## config.mk

```make
export PLATFORM = sky130hd
export DESIGN_NAME = hid_keyboard_report_tracker_core
export DESIGN_NICKNAME = d
export VERILOG_FILES = /design/src/hkrt_pkg.sv /design/src/hid_keyboard_report_tracker_core.sv /design/src/hkrt_decode.sv /design/src/hkrt_slots.sv
export SDC_FILE = /design/constraint.sdc
export NUM_CORES = 1
export LEC_CHECK = 0
export BUFFER_PORTS_ARGS = -buffer_cell sky130_fd_sc_hd__buf_2
export CAP_MARGIN = 10
export CORE_ASPECT_RATIO = 1.1
export CORE_UTILIZATION = 40
export DETAILED_ROUTE_END_ITERATION = 7
export PLACE_DENSITY_LB_ADDON = 0.05
export SYNTH_ARGS = -nofsm -noshare
export SYNTH_HDL_FRONTEND = slang
export SYNTH_SLANG_ARGS = --single-unit
```

## constraint.sdc

```tcl
create_clock -name clk -period 5.45 [get_ports clk]
set_input_delay 0.2725 -clock clk [delete_from_list [all_inputs] [get_ports clk]]
set_output_delay 0.2725 -clock clk [all_outputs]
set_load 0.02 [all_outputs]
```

## src/hkrt_pkg.sv

```systemverilog
// ----------------------------------------------------------------------------
// hkrt_pkg
// Shared types, operation codes and the ascii-to-usage rom for the keyboard
// report tracker.
// ----------------------------------------------------------------------------
package hkrt_pkg;

    localparam int NUM_SLOTS = 6;

    // operation codes
    localparam logic [1:0] OP_PRESS       = 2'd0;
    localparam logic [1:0] OP_RELEASE     = 2'd1;
    localparam logic [1:0] OP_RELEASE_ALL = 2'd2;
    localparam logic [1:0] OP_SEND        = 2'd3;

    // key code ranges and rom entry bits
    localparam logic [7:0] RAW_BASE       = 8'd136;
    localparam logic [7:0] MOD_BASE       = 8'd128;
    localparam logic [7:0] ROM_SHIFT      = 8'h80;
    localparam logic [7:0] LEFT_SHIFT_BIT = 8'h02;
    localparam logic [7:0] USAGE_MASK     = 8'h7F;
    localparam logic [7:0] USAGE_NONE     = 8'h00;

    // decoded key
    typedef struct packed {
        logic       valid;     // rom did not reject the code
        logic       mod_hit;   // a modifier bit is touched
        logic [7:0] mod_mask;  // which modifier bit
        logic [7:0] usage;     // usage for the slots, 0 for none
    } hkrt_key_t;

    // slot update status
    typedef struct packed {
        logic held;       // usage already in a slot
        logic has_space;  // at least one slot is empty
        logic changed;    // a slot was written or cleared
    } hkrt_slot_status_t;

    // ascii to usage rom, bit 7 asks for left shift
    localparam logic [7:0] ASCII_ROM [128] = '{
        8'h00, 8'h00, 8'h00, 8'h00, 8'h00, 8'h00, 8'h00, 8'h00,
        8'h2a, 8'h2b, 8'h28, 8'h00, 8'h00, 8'h00, 8'h00, 8'h00,
        8'h00, 8'h00, 8'h00, 8'h00, 8'h00, 8'h00, 8'h00, 8'h00,
        8'h00, 8'h00, 8'h00, 8'h00, 8'h00, 8'h00, 8'h00, 8'h00,
        8'h2c, 8'h9e, 8'hb4, 8'ha0, 8'ha1, 8'ha2, 8'ha4, 8'h34,
        8'ha6, 8'ha7, 8'ha5, 8'hae, 8'h36, 8'h2d, 8'h37, 8'h38,
        8'h27, 8'h1e, 8'h1f, 8'h20, 8'h21, 8'h22, 8'h23, 8'h24,
        8'h25, 8'h26, 8'hb3, 8'h33, 8'hb6, 8'h2e, 8'hb7, 8'hb8,
        8'h9f, 8'h84, 8'h85, 8'h86, 8'h87, 8'h88, 8'h89, 8'h8a,
        8'h8b, 8'h8c, 8'h8d, 8'h8e, 8'h8f, 8'h90, 8'h91, 8'h92,
        8'h93, 8'h94, 8'h95, 8'h96, 8'h97, 8'h98, 8'h99, 8'h9a,
        8'h9b, 8'h9c, 8'h9d, 8'h2f, 8'h31, 8'h30, 8'ha3, 8'had,
        8'h35, 8'h04, 8'h05, 8'h06, 8'h07, 8'h08, 8'h09, 8'h0a,
        8'h0b, 8'h0c, 8'h0d, 8'h0e, 8'h0f, 8'h10, 8'h11, 8'h12,
        8'h13, 8'h14, 8'h15, 8'h16, 8'h17, 8'h18, 8'h19, 8'h1a,
        8'h1b, 8'h1c, 8'h1d, 8'haf, 8'hb1, 8'hb0, 8'hb5, 8'h00
    };

endpackage

```

## src/hid_keyboard_report_tracker_core.sv

```systemverilog
// ----------------------------------------------------------------------------
// hid_keyboard_report_tracker_core
// Six-key rollover keyboard report: modifier byte, six key slots and a
// dirty flag, updated by press, release, release-all and send commands.
//
//   channel   | handshake            | payload
//   ----------+----------------------+------------------------------------
//   command   | start / busy         | operation, key_code, link_connected
//   result    | done (strobe)        | accepted, notify, modifier_bits,
//             |                      | slot_zero .. slot_five
//
// a command is registered on the transfer edge and its result strobes on
// done from the result register behind the command register, one command per cycle sustained.
// the decode rom and six slot compares are combinational between the command
// register and the report state; busy stays low.
// reset clears the report and marks it pending; the receiver cannot stall,
// report fields reflect the state after the command and hold until the next.
// ----------------------------------------------------------------------------
module hid_keyboard_report_tracker_core
    import hkrt_pkg::*;
(
    input  logic       clk,
    input  logic       rst_n,
    input  logic       start,
    output logic       busy,
    input  logic [1:0] operation,
    input  logic [7:0] key_code,
    input  logic       link_connected,
    output logic       done,
    output logic       accepted,
    output logic       notify,
    output logic [7:0] modifier_bits,
    output logic [7:0] slot_zero,
    output logic [7:0] slot_one,
    output logic [7:0] slot_two,
    output logic [7:0] slot_three,
    output logic [7:0] slot_four,
    output logic [7:0] slot_five
);

    logic              item_valid_reg;
    logic [1:0]        op_reg;
    logic [7:0]        code_reg;
    logic              link_reg;

    logic [7:0]        modifier_reg;
    logic [7:0]        modifier_next;
    logic [7:0]        slot_reg  [NUM_SLOTS];
    logic [7:0]        slot_next [NUM_SLOTS];
    logic [7:0]        slot_upd  [NUM_SLOTS];
    logic              dirty_reg;
    logic              dirty_next;

    logic              done_reg;
    logic              accepted_reg;
    logic              accepted_next;
    logic              notify_reg;
    logic              notify_next;

    hkrt_key_t         key;
    hkrt_slot_status_t slot_status;

    assign busy = 1'b0;

    // command register
    always_ff @(posedge clk or negedge rst_n)
    begin
        if (!rst_n)
        begin
            item_valid_reg <= 1'b0;
        end
        else
        begin
            item_valid_reg <= start && !busy;
        end
    end

    always_ff @(posedge clk)
    begin
        if (start && !busy)
        begin
            op_reg   <= operation;
            code_reg <= key_code;
            link_reg <= link_connected;
        end
    end

    // key decode
    hkrt_decode u_decode
    (
        .key_code (code_reg),
        .key      (key)
    );

    // slot compares
    hkrt_slots u_slots
    (
        .slots      (slot_reg),
        .usage      (key.usage),
        .do_press   ((op_reg == OP_PRESS) && key.valid),
        .do_release ((op_reg == OP_RELEASE) && key.valid),
        .slots_next (slot_upd),
        .status     (slot_status)
    );

    // report update for the registered command
    always_comb
    begin
        modifier_next = modifier_reg;
        dirty_next    = dirty_reg;
        accepted_next = 1'b1;
        notify_next   = 1'b0;
        for (int i = 0; i < NUM_SLOTS; i++)
        begin
            slot_next[i] = slot_reg[i];
        end
        case (op_reg)
            OP_PRESS:
            begin
                if (!key.valid)
                begin
                    accepted_next = 1'b0;
                end
                else
                begin
                    if (key.mod_hit)
                    begin
                        modifier_next = modifier_reg | key.mod_mask;
                        dirty_next    = 1'b1;
                    end
                    if (slot_status.changed)
                    begin
                        dirty_next = 1'b1;
                    end
                    slot_next     = slot_upd;
                    accepted_next = slot_status.held || slot_status.has_space;
                end
            end
            OP_RELEASE:
            begin
                if (!key.valid)
                begin
                    accepted_next = 1'b0;
                end
                else
                begin
                    if (key.mod_hit)
                    begin
                        modifier_next = modifier_reg & ~key.mod_mask;
                        dirty_next    = 1'b1;
                    end
                    if (slot_status.changed)
                    begin
                        dirty_next = 1'b1;
                    end
                    slot_next = slot_upd;
                end
            end
            OP_RELEASE_ALL:
            begin
                modifier_next = '0;
                dirty_next    = 1'b1;
                for (int i = 0; i < NUM_SLOTS; i++)
                begin
                    slot_next[i] = USAGE_NONE;
                end
            end
            OP_SEND:
            begin
                if (link_reg && dirty_reg)
                begin
                    notify_next = 1'b1;
                    dirty_next  = 1'b0;
                end
            end
            default:
            begin
                accepted_next = 1'b1;
            end
        endcase
    end

    // report state
    always_ff @(posedge clk or negedge rst_n)
    begin
        if (!rst_n)
        begin
            modifier_reg <= '0;
            dirty_reg    <= 1'b1;
            for (int i = 0; i < NUM_SLOTS; i++)
            begin
                slot_reg[i] <= USAGE_NONE;
            end
        end
        else if (item_valid_reg)
        begin
            modifier_reg <= modifier_next;
            dirty_reg    <= dirty_next;
            slot_reg     <= slot_next;
        end
    end

    // result strobe and flags
    always_ff @(posedge clk or negedge rst_n)
    begin
        if (!rst_n)
        begin
            done_reg <= 1'b0;
        end
        else
        begin
            done_reg <= item_valid_reg;
        end
    end

    always_ff @(posedge clk)
    begin
        if (item_valid_reg)
        begin
            accepted_reg <= accepted_next;
            notify_reg   <= notify_next;
        end
    end

    // result ports
    assign done          = done_reg;
    assign accepted      = accepted_reg;
    assign notify        = notify_reg;
    assign modifier_bits = modifier_reg;
    assign slot_zero     = slot_reg[0];
    assign slot_one      = slot_reg[1];
    assign slot_two      = slot_reg[2];
    assign slot_three    = slot_reg[3];
    assign slot_four     = slot_reg[4];
    assign slot_five     = slot_reg[5];

`ifndef NO_ASSERTIONS
    // every registered command gives exactly one result in the following cycle
    a_result_follows: assert property (@(posedge clk) disable iff (!rst_n)
        item_valid_reg |=> done_reg)
        else $error("registered command gave no result");

    a_no_spurious_result: assert property (@(posedge clk) disable iff (!rst_n)
        !item_valid_reg |=> !done_reg)
        else $error("result without a command");

    // a notify leaves the report clean and is always accepted
    a_notify_clears_dirty: assert property (@(posedge clk) disable iff (!rst_n)
        (done_reg && notify_reg) |-> (!dirty_reg && accepted_reg))
        else $error("notify left the report dirty");

    // only press and release can be refused
    a_reject_op: assert property (@(posedge clk) disable iff (!rst_n)
        (item_valid_reg && !accepted_next) |->
            ((op_reg == OP_PRESS) || (op_reg == OP_RELEASE)))
        else $error("release-all or send refused");
`endif

endmodule

```

## src/hkrt_decode.sv

```systemverilog
// ----------------------------------------------------------------------------
// hkrt_decode
// Turns a key code into a usage and a modifier bit: raw usages, modifier
// codes and ascii through the rom.
// ----------------------------------------------------------------------------
module hkrt_decode
    import hkrt_pkg::*;
(
    input  logic [7:0] key_code,
    output hkrt_key_t  key
);

    logic [7:0] rom_entry;

    // rom lookup on the low seven bits
    assign rom_entry = ASCII_ROM[key_code[6:0]];

    // classify the code
    always_comb
    begin
        key = '0;
        if (key_code >= RAW_BASE)
        begin
            key.valid = 1'b1;
            key.usage = key_code - RAW_BASE;
        end
        else if (key_code >= MOD_BASE)
        begin
            key.valid    = 1'b1;
            key.mod_hit  = 1'b1;
            key.mod_mask = 8'd1 << key_code[2:0];
            key.usage    = USAGE_NONE;
        end
        else if (rom_entry != USAGE_NONE)
        begin
            key.valid = 1'b1;
            key.usage = rom_entry & USAGE_MASK;
            if ((rom_entry & ROM_SHIFT) != USAGE_NONE)
            begin
                key.mod_hit  = 1'b1;
                key.mod_mask = LEFT_SHIFT_BIT;
            end
        end
    end

endmodule

```

## src/hkrt_slots.sv

```systemverilog
// ----------------------------------------------------------------------------
// hkrt_slots
// Six parallel slot compares: held check, first empty slot on press and
// clearing of every matching slot on release.
// ----------------------------------------------------------------------------
module hkrt_slots
    import hkrt_pkg::*;
(
    input  logic [7:0]        slots      [NUM_SLOTS],
    input  logic [7:0]        usage,
    input  logic              do_press,
    input  logic              do_release,
    output logic [7:0]        slots_next [NUM_SLOTS],
    output hkrt_slot_status_t status
);

    logic [NUM_SLOTS-1:0] match;
    logic [NUM_SLOTS-1:0] empty;
    logic [NUM_SLOTS-1:0] first_empty;

    // per-slot compares
    always_comb
    begin
        for (int i = 0; i < NUM_SLOTS; i++)
        begin
            match[i] = (slots[i] == usage);
            empty[i] = (slots[i] == USAGE_NONE);
        end
    end

    // one-hot first empty slot
    assign first_empty = empty & (~empty + 1'b1);

    // slot update
    always_comb
    begin
        status.held      = |match;
        status.has_space = |empty;
        status.changed   = 1'b0;
        for (int i = 0; i < NUM_SLOTS; i++)
        begin
            slots_next[i] = slots[i];
        end
        if (do_press && !status.held)
        begin
            for (int i = 0; i < NUM_SLOTS; i++)
            begin
                if (first_empty[i])
                begin
                    slots_next[i] = usage;
                end
            end
            status.changed = status.has_space;
        end
        else if (do_release && (usage != USAGE_NONE))
        begin
            for (int i = 0; i < NUM_SLOTS; i++)
            begin
                if (match[i])
                begin
                    slots_next[i] = USAGE_NONE;
                end
            end
            status.changed = |match;
        end
    end

endmodule
```

==> impl_metrics.env, run 1 <==
export IMPL_wl_per_cell_um=20.9
export IMPL_cp_end_kind="flip-flop"
export IMPL_fin_nets=608
export IMPL_htreeDepth=3
export IMPL_critical_path_depth=12
export IMPL_rr_endpoint="slot_one[7]$_DFFE_PN0P_"
export IMPL_synth_edf_count=13
export IMPL_r2r_start="code_reg[1]$_DFFE_PP_"
export IMPL_ys_warn_count=0
export IMPL_ys_ff_latch=72
export IMPL_numCtsBuffers=9
export IMPL_cts_tree="built"
export IMPL_hold_viol=0
export IMPL_syn_inst=516
export IMPL_required_ns=5.72
export IMPL_fin_worst_skew_ns=0.00484
export IMPL_antenna_found_initial=0
export IMPL_grt_pass1_vias=4247
export IMPL_route_detailed_drc=0
export IMPL_post_cts_buffers=0
export IMPL_synth_seq_area_share_pct=37.4
export IMPL_synth_cell_type_count=84
export IMPL_grt_total_usage_pct=24.8
export IMPL_place_gp_congestion=0.926
export IMPL_die_area_um2=12900
export IMPL_rsz0062_at_grt="false"
export IMPL_worst_slew_pin_slew_ns=1.12
export IMPL_gr_total_overflow=0
export IMPL_cp_cell_sequence="inv_1, ha_1, o2111a_1, or4_1, a32o_1, buf_4, xnor2_1, nand4_1, and4_1, nand3_4, nor4bb_1, a22o_1"
export IMPL_final_layout_size_suffix_gt1_share_pct=21.1
export IMPL_pre_cts_ws_ns=0.681
export IMPL_syn2layout_area_growth_pct=15.2
export IMPL_worstPathMaxFanout=12
export IMPL_synth_area_leaders="dfrtp_1, edfxtp_1, a22o_1"
export IMPL_pin_count=74
export IMPL_slew_headroom_pct=24.5
export IMPL_worstSetupStartpoint="code_reg[1]$_DFFE_PP_"
export IMPL_dr_pass1_iters=5
export IMPL_worstHoldPathType="in -> async"
export IMPL_cellLeakagePower_uw=0.00261
export IMPL_core_area_um2=12100
export IMPL_start_kind="flip-flop"
export IMPL_cpPeakStageDelay_ns=0.97
export IMPL_report_final_slew_viol_count=0
export IMPL_synth_nets=545
export IMPL_grt_max_degree=60
export IMPL_period_needed_ns=4.91
export IMPL_initial_core_util_pct=41.3
export IMPL_synthFlopType="dfrtp_1"
export IMPL_async_flop_share_pct=81.9
export IMPL_cp_buffers_inverters=2
export IMPL_antennaDiodeCount=0
export IMPL_arrival_ns=5.18
export IMPL_die_h_um=119
export IMPL_clk_latency_ns=0.35
export IMPL_wl_mm=15.4
export IMPL_root_buffer="clkbuf_16"
export IMPL_critPathTopFamily="simple AND/OR/NAND/NOR gates"
export IMPL_cts_buffer_depth=2
export IMPL_reg2reg_depth=12
export IMPL_fin_tns_setup_ns=0
export IMPL_fmax_mhz=204
export IMPL_ir_drop_mv=0.155
export IMPL_dr_first_iter_drc_count=376
export IMPL_vias_per_cell=6.06
export IMPL_cts_sinks=72
export IMPL_netlist_area_um2=4990
export IMPL_cts_repair_resize_count=0
export IMPL_grt_pass1_wl_mm=24.0
export IMPL_crit_type="reg -> reg"
export IMPL_final_setup_worst_slack_ns=0.542
export IMPL_synth_area_leader_cell="dfrtp_1"
export IMPL_cp_endpoint="slot_one[7]$_DFFE_PN0P_"
export IMPL_r2r_setup_slack_ns=0.54
export IMPL_yosysTopAreaCellShare_pct=29.1
export IMPL_fp_row_count=42
export IMPL_port_buffers=72
export IMPL_die_width_um=109
export IMPL_critPathSlowestCell="nor4bb_1"
export IMPL_setup_viol=0
export IMPL_clk_pin_slew_ns=0.05
export IMPL_ant_nets=0
export IMPL_p_per_area_nw_per_um2=297
export IMPL_cap_violations=0
export IMPL_cts_hold_buf=0
export IMPL_via_count=4460
export IMPL_syn_area_per_cell_um2=9.68
export IMPL_post_route_period_util_pct=90.1
export IMPL_dp_hpwl_mm=11.1
export IMPL_outcome="completed"
-- power by group --
part / internal [µW] / switching (µW) / leakage (µW)
Clock: 356 / 219 / 0.000140
Sequential: 584 / 52.9 / 0.000941
Combinational: 184 / 313 / 0.00153
Total: 1120 / 586 / 0.00261
-- per-stage QoR --
| step | std cells | hold slack (ns) | cell area, µm² | power (µW) | util [%] |
|---|---|---|---|---|---|
| floorplan | 516 | -0.0231 | 4990 | 986 | - |
| global placement | 722 | 0.449 | 5470 | 1140 | 45.2 |
| detailed placement | 722 | 0.451 | 5470 | 1140 | 45.2 |
| CTS | 736 | 0.0897 | 5750 | 1720 | 47.6 |
| global route | 736 | 0.0928 | 5750 | 1790 | 47.6 |
| finish | 736 | 0.0810 | 5750 | 1710 | 47.6 |
-- cells by family (layout without fill, tap and decap cells) --
logic type | count (synthesis) | in the layout | synth area share (%)
AOI/OAI and AO/OA | 163 | 163 | 26.7
xor gates and xnor gates | 42 | 42 | 7.36
adders and majority gates | 15 | 15 | 3.76
buffers and inverters | 54 | 120 | 5.06
DFF | 72 | 72 | 37.4
muxes | 4 | 4 | 0.827
other | 1 | 1 | 0.0751
and+or+nand+nor | 165 | 165 | 18.8
-- Yosys cell counts (4+ instances only) --
cell,n
nor2b_1,8
a21oi_1,21
buf_4,5
nand3_1,8
dfrtp_1,58
nand2_1,39
nor4_1,8
a31oi_1,6
edfxtp_1,13
clkbuf_1,9
o21ai_0,14
and2_1,5
or4_1,8
nor2_1,35
buf_2,12
nand2b_1,9
xnor2_1,36
a2111oi_0,6
o211ai_1,6
ha_1,15
nor3_1,6
o21a_1,4
o31a_1,4
o22ai_1,4
a211oi_1,4
o2bb2ai_1,8
xor2_1,6
a211o_1,4
a22o_1,40
nand4_1,11
inv_1,20
o2111a_1,4
-- layout by cell type, fill, tap and decap left out, types with 11 or more instances in the layout --
cell       n
xnor2_1   36
nand4_1   11
nand2_1   39
buf_2     72
dfrtp_1   58
a21oi_1   21
a22o_1    40
o21ai_0   14
edfxtp_1  13
buf_4     12
ha_1      15
inv_1     20
nor2_1    35
-- metal layers --
metal / vias to the layer above / GRT usage [%] / share of wire (%)
met5: - / 0 / 0
met4: 0 / 10.4 / 2.5
met3: 25 / 4.21 / 6.3
met2: 191 / 40.7 / 49
met1: 2160 / 31.8 / 43
li1: 2084 / - / -
-- cell type report --
type | instances | area [µm²]
Clock buffer | 14 | 285
Fill cell | 1163 | 6330
Inverter | 22 | 82.6
Multi-Input combinational cell | 390 | 2870
Sequential cell | 72 | 1870
Tap cell | 154 | 193
Timing Repair Buffer | 84 | 450
-- worst min path at each step --
stage / start / to / cells past startpoint / slack, ns
after floorplan: rst_n / done$_DFF_PN0_ / 0 / -0.02
after detailed placement: key_code[0] / code_reg[0]$_DFFE_PP_ / 1 / 0.45
after global routing: key_code[1] / code_reg[1]$_DFFE_PP_ / 1 / 0.09
after CTS: key_code[0] / code_reg[0]$_DFFE_PP_ / 1 / 0.09
after global placement: key_code[0] / code_reg[0]$_DFFE_PP_ / 1 / 0.45
final: rst_n / slot_three[4]$_DFFE_PN0P_ / 2 / 0.08
(Power assumes the default switching activity.)
==> run 2, diff against run 1 <==
--- a/config.mk
+++ b/config.mk
@@ -5,12 +5,14 @@
 export SDC_FILE = /design/constraint.sdc
 export NUM_CORES = 1
 export LEC_CHECK = 0
+export ABC_AREA = 1
 export BUFFER_PORTS_ARGS = -buffer_cell sky130_fd_sc_hd__buf_2
 export CAP_MARGIN = 10
 export CORE_ASPECT_RATIO = 1.1
 export CORE_UTILIZATION = 40
+export CTS_CLUSTER_DIAMETER = 30
 export DETAILED_ROUTE_END_ITERATION = 7
-export PLACE_DENSITY_LB_ADDON = 0.05
+export PLACE_DENSITY = 0.62
 export SYNTH_ARGS = -nofsm -noshare
 export SYNTH_HDL_FRONTEND = slang
 export SYNTH_SLANG_ARGS = --single-unit
==> run 2 against run 1 <==
Against the previous run: hold slack got worse by 0.0075 ns; global-route usage increased by 1.5 points; synthesized cell count increased by 56%; wire length increased by 16%; core utilization decreased by 0.55 points; clock power increased by 4.2%; sequential share of layout area decreased by 2.5 points; maximum frequency increased by 17%; highest routed layer unchanged; total power increased by 22%; register-to-register slack improved by 0.71 ns; clock skew increased by 0.0028 ns.
==> impl_metrics.env, run 2 <==
export IMPL_outcome="completed"
export IMPL_setup_viol=0
export IMPL_wl_per_cell_um=16.9
export IMPL_yosysTopAreaCellShare_pct=26.6
export IMPL_critPathTopFamily="simple AND/OR/NAND/NOR gates"
export IMPL_grtUsageMet1_pct=35.4
export IMPL_synth_area_mux_share_pct=0
export IMPL_die_width_um=113
export IMPL_fp_row_count=44
export IMPL_period_needed_ns=4.20
export IMPL_grt_pass1_wl_mm=28.4
export IMPL_postPlaceCellArea_um2=5940
export IMPL_rr_endpoint="slot_five[5]$_DFFE_PN0P_"
export IMPL_grt_pass1_vias=5269
export IMPL_route_detailed_drc=0
export IMPL_htreeDepth=3
export IMPL_cp_common_cell="nand2_1"
export IMPL_met3_usage_pct=4.09
export IMPL_synth_edf_count=13
export IMPL_synth_nets=833
export IMPL_post_cts_buffers=0
export IMPL_cp_end_kind="flip-flop"
export IMPL_design_area_um2=6240
export IMPL_place_inst=1043
export IMPL_layout_cells_non_filler=1059
export IMPL_synth_cell_type_count=40
export IMPL_synth_xor_area_share_pct=0.803
export IMPL_dr_first_iter_drc_count=615
export IMPL_initial_core_util_pct=41.1
export IMPL_pin_count=74
export IMPL_synthMostInstantiatedCell="nand2_1"
export IMPL_ant_nets=0
export IMPL_antennaDiodeCount=0
export IMPL_synthTopCellsByCount="nand2_1, nand3_1, inv_1, nand4_1, nor2_1"
export IMPL_antenna_found_initial=0
export IMPL_die_area_um2=14100
export IMPL_ys_ff_latch=72
export IMPL_r2r_setup_slack_ns=1.25
export IMPL_required_ns=5.68
export IMPL_critical_path_depth=21
export IMPL_fmax_mhz=238
export IMPL_fin_worst_skew_ns=0.00763
export IMPL_synth_compound_area_share_pct=4.01
export IMPL_crit_type="reg -> reg"
export IMPL_vias_per_cell=5.46
export IMPL_cpPeakStageDelay_ns=0.56
export IMPL_synth_area_leaders="dfrtp_1, nand2_1, nand4_1"
export IMPL_worstHoldPathType="in -> async"
export IMPL_reg2reg_depth=21
export IMPL_synth_seq_area_share_pct=34.2
export IMPL_ys_warn_count=0
export IMPL_cts_tree="built"
export IMPL_cap_violations=0
export IMPL_cts_buffer_depth=2
export IMPL_clk_latency_ns=0.35
export IMPL_final_layout_size_suffix_gt1_share_pct=16.2
export IMPL_hold_slack_ns=0.0735
export IMPL_place_gp_congestion=0.957
export IMPL_slew_headroom_pct=47.0
export IMPL_critPathSlowestCell="edfxtp_1"
export IMPL_multi_input_area_um2=3160
export IMPL_fin_nets=899
export IMPL_rsz0062_at_grt="false"
export IMPL_cts_hold_buf=0
export IMPL_grt_total_usage_pct=26.2
export IMPL_post_route_period_util_pct=77.0
export IMPL_fin_tns_setup_ns=0
export IMPL_gr_total_overflow=0
export IMPL_core_area_um2=13300
export IMPL_root_buffer="clkbuf_16"
export IMPL_worst_slew_pin_slew_ns=0.796
export IMPL_grt_busiest_layer="met2"
export IMPL_hold_viol=0
export IMPL_synth_top_family_by_area="simple AND/OR/NAND/NOR gates"
export IMPL_cp_buffers_inverters=2
export IMPL_worstPathMaxFanout=54
export IMPL_regArea_um2=1870
export IMPL_clk_pin_slew_ns=0.05
export IMPL_arrival_ns=4.43
export IMPL_async_flop_share_pct=81.9
export IMPL_dr_pass1_iters=5
export IMPL_ir_drop_mv=0.192
export IMPL_cts_repair_resize_count=0
export IMPL_port_buffers=72
export IMPL_report_final_slew_viol_count=0
export IMPL_syn2layout_area_growth_pct=14.4
export IMPL_grt_max_degree=60
export IMPL_start_kind="flip-flop"
export IMPL_cellLeakagePower_uw=0.00331
export IMPL_cts_sinks=72
export IMPL_layout_commonest_cell="nand2_1"
export IMPL_syn_area_per_cell_um2=6.79
export IMPL_synth_simple_area_share_pct=49.6
export IMPL_netlist_area_um2=5460
export IMPL_via_count=5785
export IMPL_syn_inst=804
export IMPL_synth_fa_ha_area_share_pct=3.44
export IMPL_final_fill_count=1397
export IMPL_met2_usage_pct=42.1
export IMPL_final_cell_mix="nand2_1, nand3_1, buf_2"
export IMPL_wl_mm=17.9
export IMPL_numCtsBuffers=9
export IMPL_synthFlopType="dfrtp_1"
export IMPL_p_per_area_nw_per_um2=335
export IMPL_cp_cell_sequence="inv_1, ha_1, inv_1, nor2_1, nand2_1, nand2_1, nand2_1, nand3b_1, nand3_1, nand2_2, nand2_1, nand3_1, nor2_1, nand2_1, nand2_1, nor2_4, nand3_4, nand2_4, nand3_2, nand2_1, nand2_1"
export IMPL_die_h_um=124
export IMPL_r2r_start="code_reg[0]$_DFFE_PP_"
export IMPL_synth_area_leader_cell="dfrtp_1"
export IMPL_dp_hpwl_mm=13.3
==> run 2: changes by cell type after synthesis, sizes merged, moves of 14 or more <==
cell,change
nand3b,+14
xnor2,-34
a22o,-40
inv,+58
nand2,+277
nand3,+76
nor2,+37
nand4,+55
==> run 2: layer usage <==
| layer | share of wire (%) | wire (µm) |
|---|---|---|
| met1 | 44 | 7890 |
| met2 | 48 | 8520 |
| met3 | 5.7 | 1010 |
| met4 | 2.5 | 448 |
| met5 | 0 | 0 |
==> run 2: kinds of logic (layout without fill, tap and decap cells) <==
kind of cell | after synthesis | in the layout
other | 1 | 1
xor gates and xnor gates | 5 | 5
and+or+nand+nor | 574 | 574
DFF | 72 | 72
buffers and inverters | 101 | 172
AOI/OAI and AO/OA | 36 | 36
adders and majority gates | 15 | 15
==> run 2: stage by stage <==
| step | utilization [%] | setup WS (ns) | power, µW |
|---|---|---|---|
| floorplan | - | 2.50 | 1250 |
| global placement | 44.8 | 1.38 | 1480 |
| detailed placement | 44.8 | 1.34 | 1480 |
| CTS | 47.0 | 1.31 | 2090 |
| global route | 47.0 | 0.850 | 2220 |
| finish | 47.0 | 1.25 | 2090 |
==> run 2: worst max-delay path by stage <==
stage,to,startpoint
final,slot_five[5]$_DFFE_PN0P_,code_reg[0]$_DFFE_PP_
after global placement,slot_five[1]$_DFFE_PN0P_,code_reg[0]$_DFFE_PP_
after global routing,slot_two[5]$_DFFE_PN0P_,code_reg[0]$_DFFE_PP_
after detailed placement,slot_five[5]$_DFFE_PN0P_,code_reg[0]$_DFFE_PP_
after CTS,slot_five[5]$_DFFE_PN0P_,code_reg[0]$_DFFE_PP_
after floorplan,slot_zero[1]$_DFFE_PN0P_,code_reg[0]$_DFFE_PP_
==> run 2: final cells by class <==
cell class	count	area share (%)
multi-input cells	631	50.6
inverters	82	4.97
clock inverters	3	0.641
clock buffers	13	4.17
flip-flops and latches	72	29.9
repair buffers	74	6.01
well taps	184	3.69
==> run 2: worst reg2reg max path: stages (launching register included) <==
cell and delay (ns):
edfxtp_1 0.56, inv_1 0.23, ha_1 0.28, inv_1 0.09
nor2_1 0.16, nand2_1 0.15, nand2_1 0.09, nand2_1 0.05
nand3b_1 0.12, nand3_1 0.27, nand2_2 0.25, nand2_1 0.07
nand3_1 0.09, nor2_1 0.07, nand2_1 0.08, nand2_1 0.09
nor2_4 0.27, nand3_4 0.18, nand2_4 0.45, nand3_2 0.35
nand2_1 0.13, nand2_1 0.06
==> run 2: where the power goes <==
part	total [µW]	switching, µW	internal, µW	leakage [µW]
registers	723	107	616	0.000930
clock network	599	222	378	0.000150
logic	766	534	232	0.00223
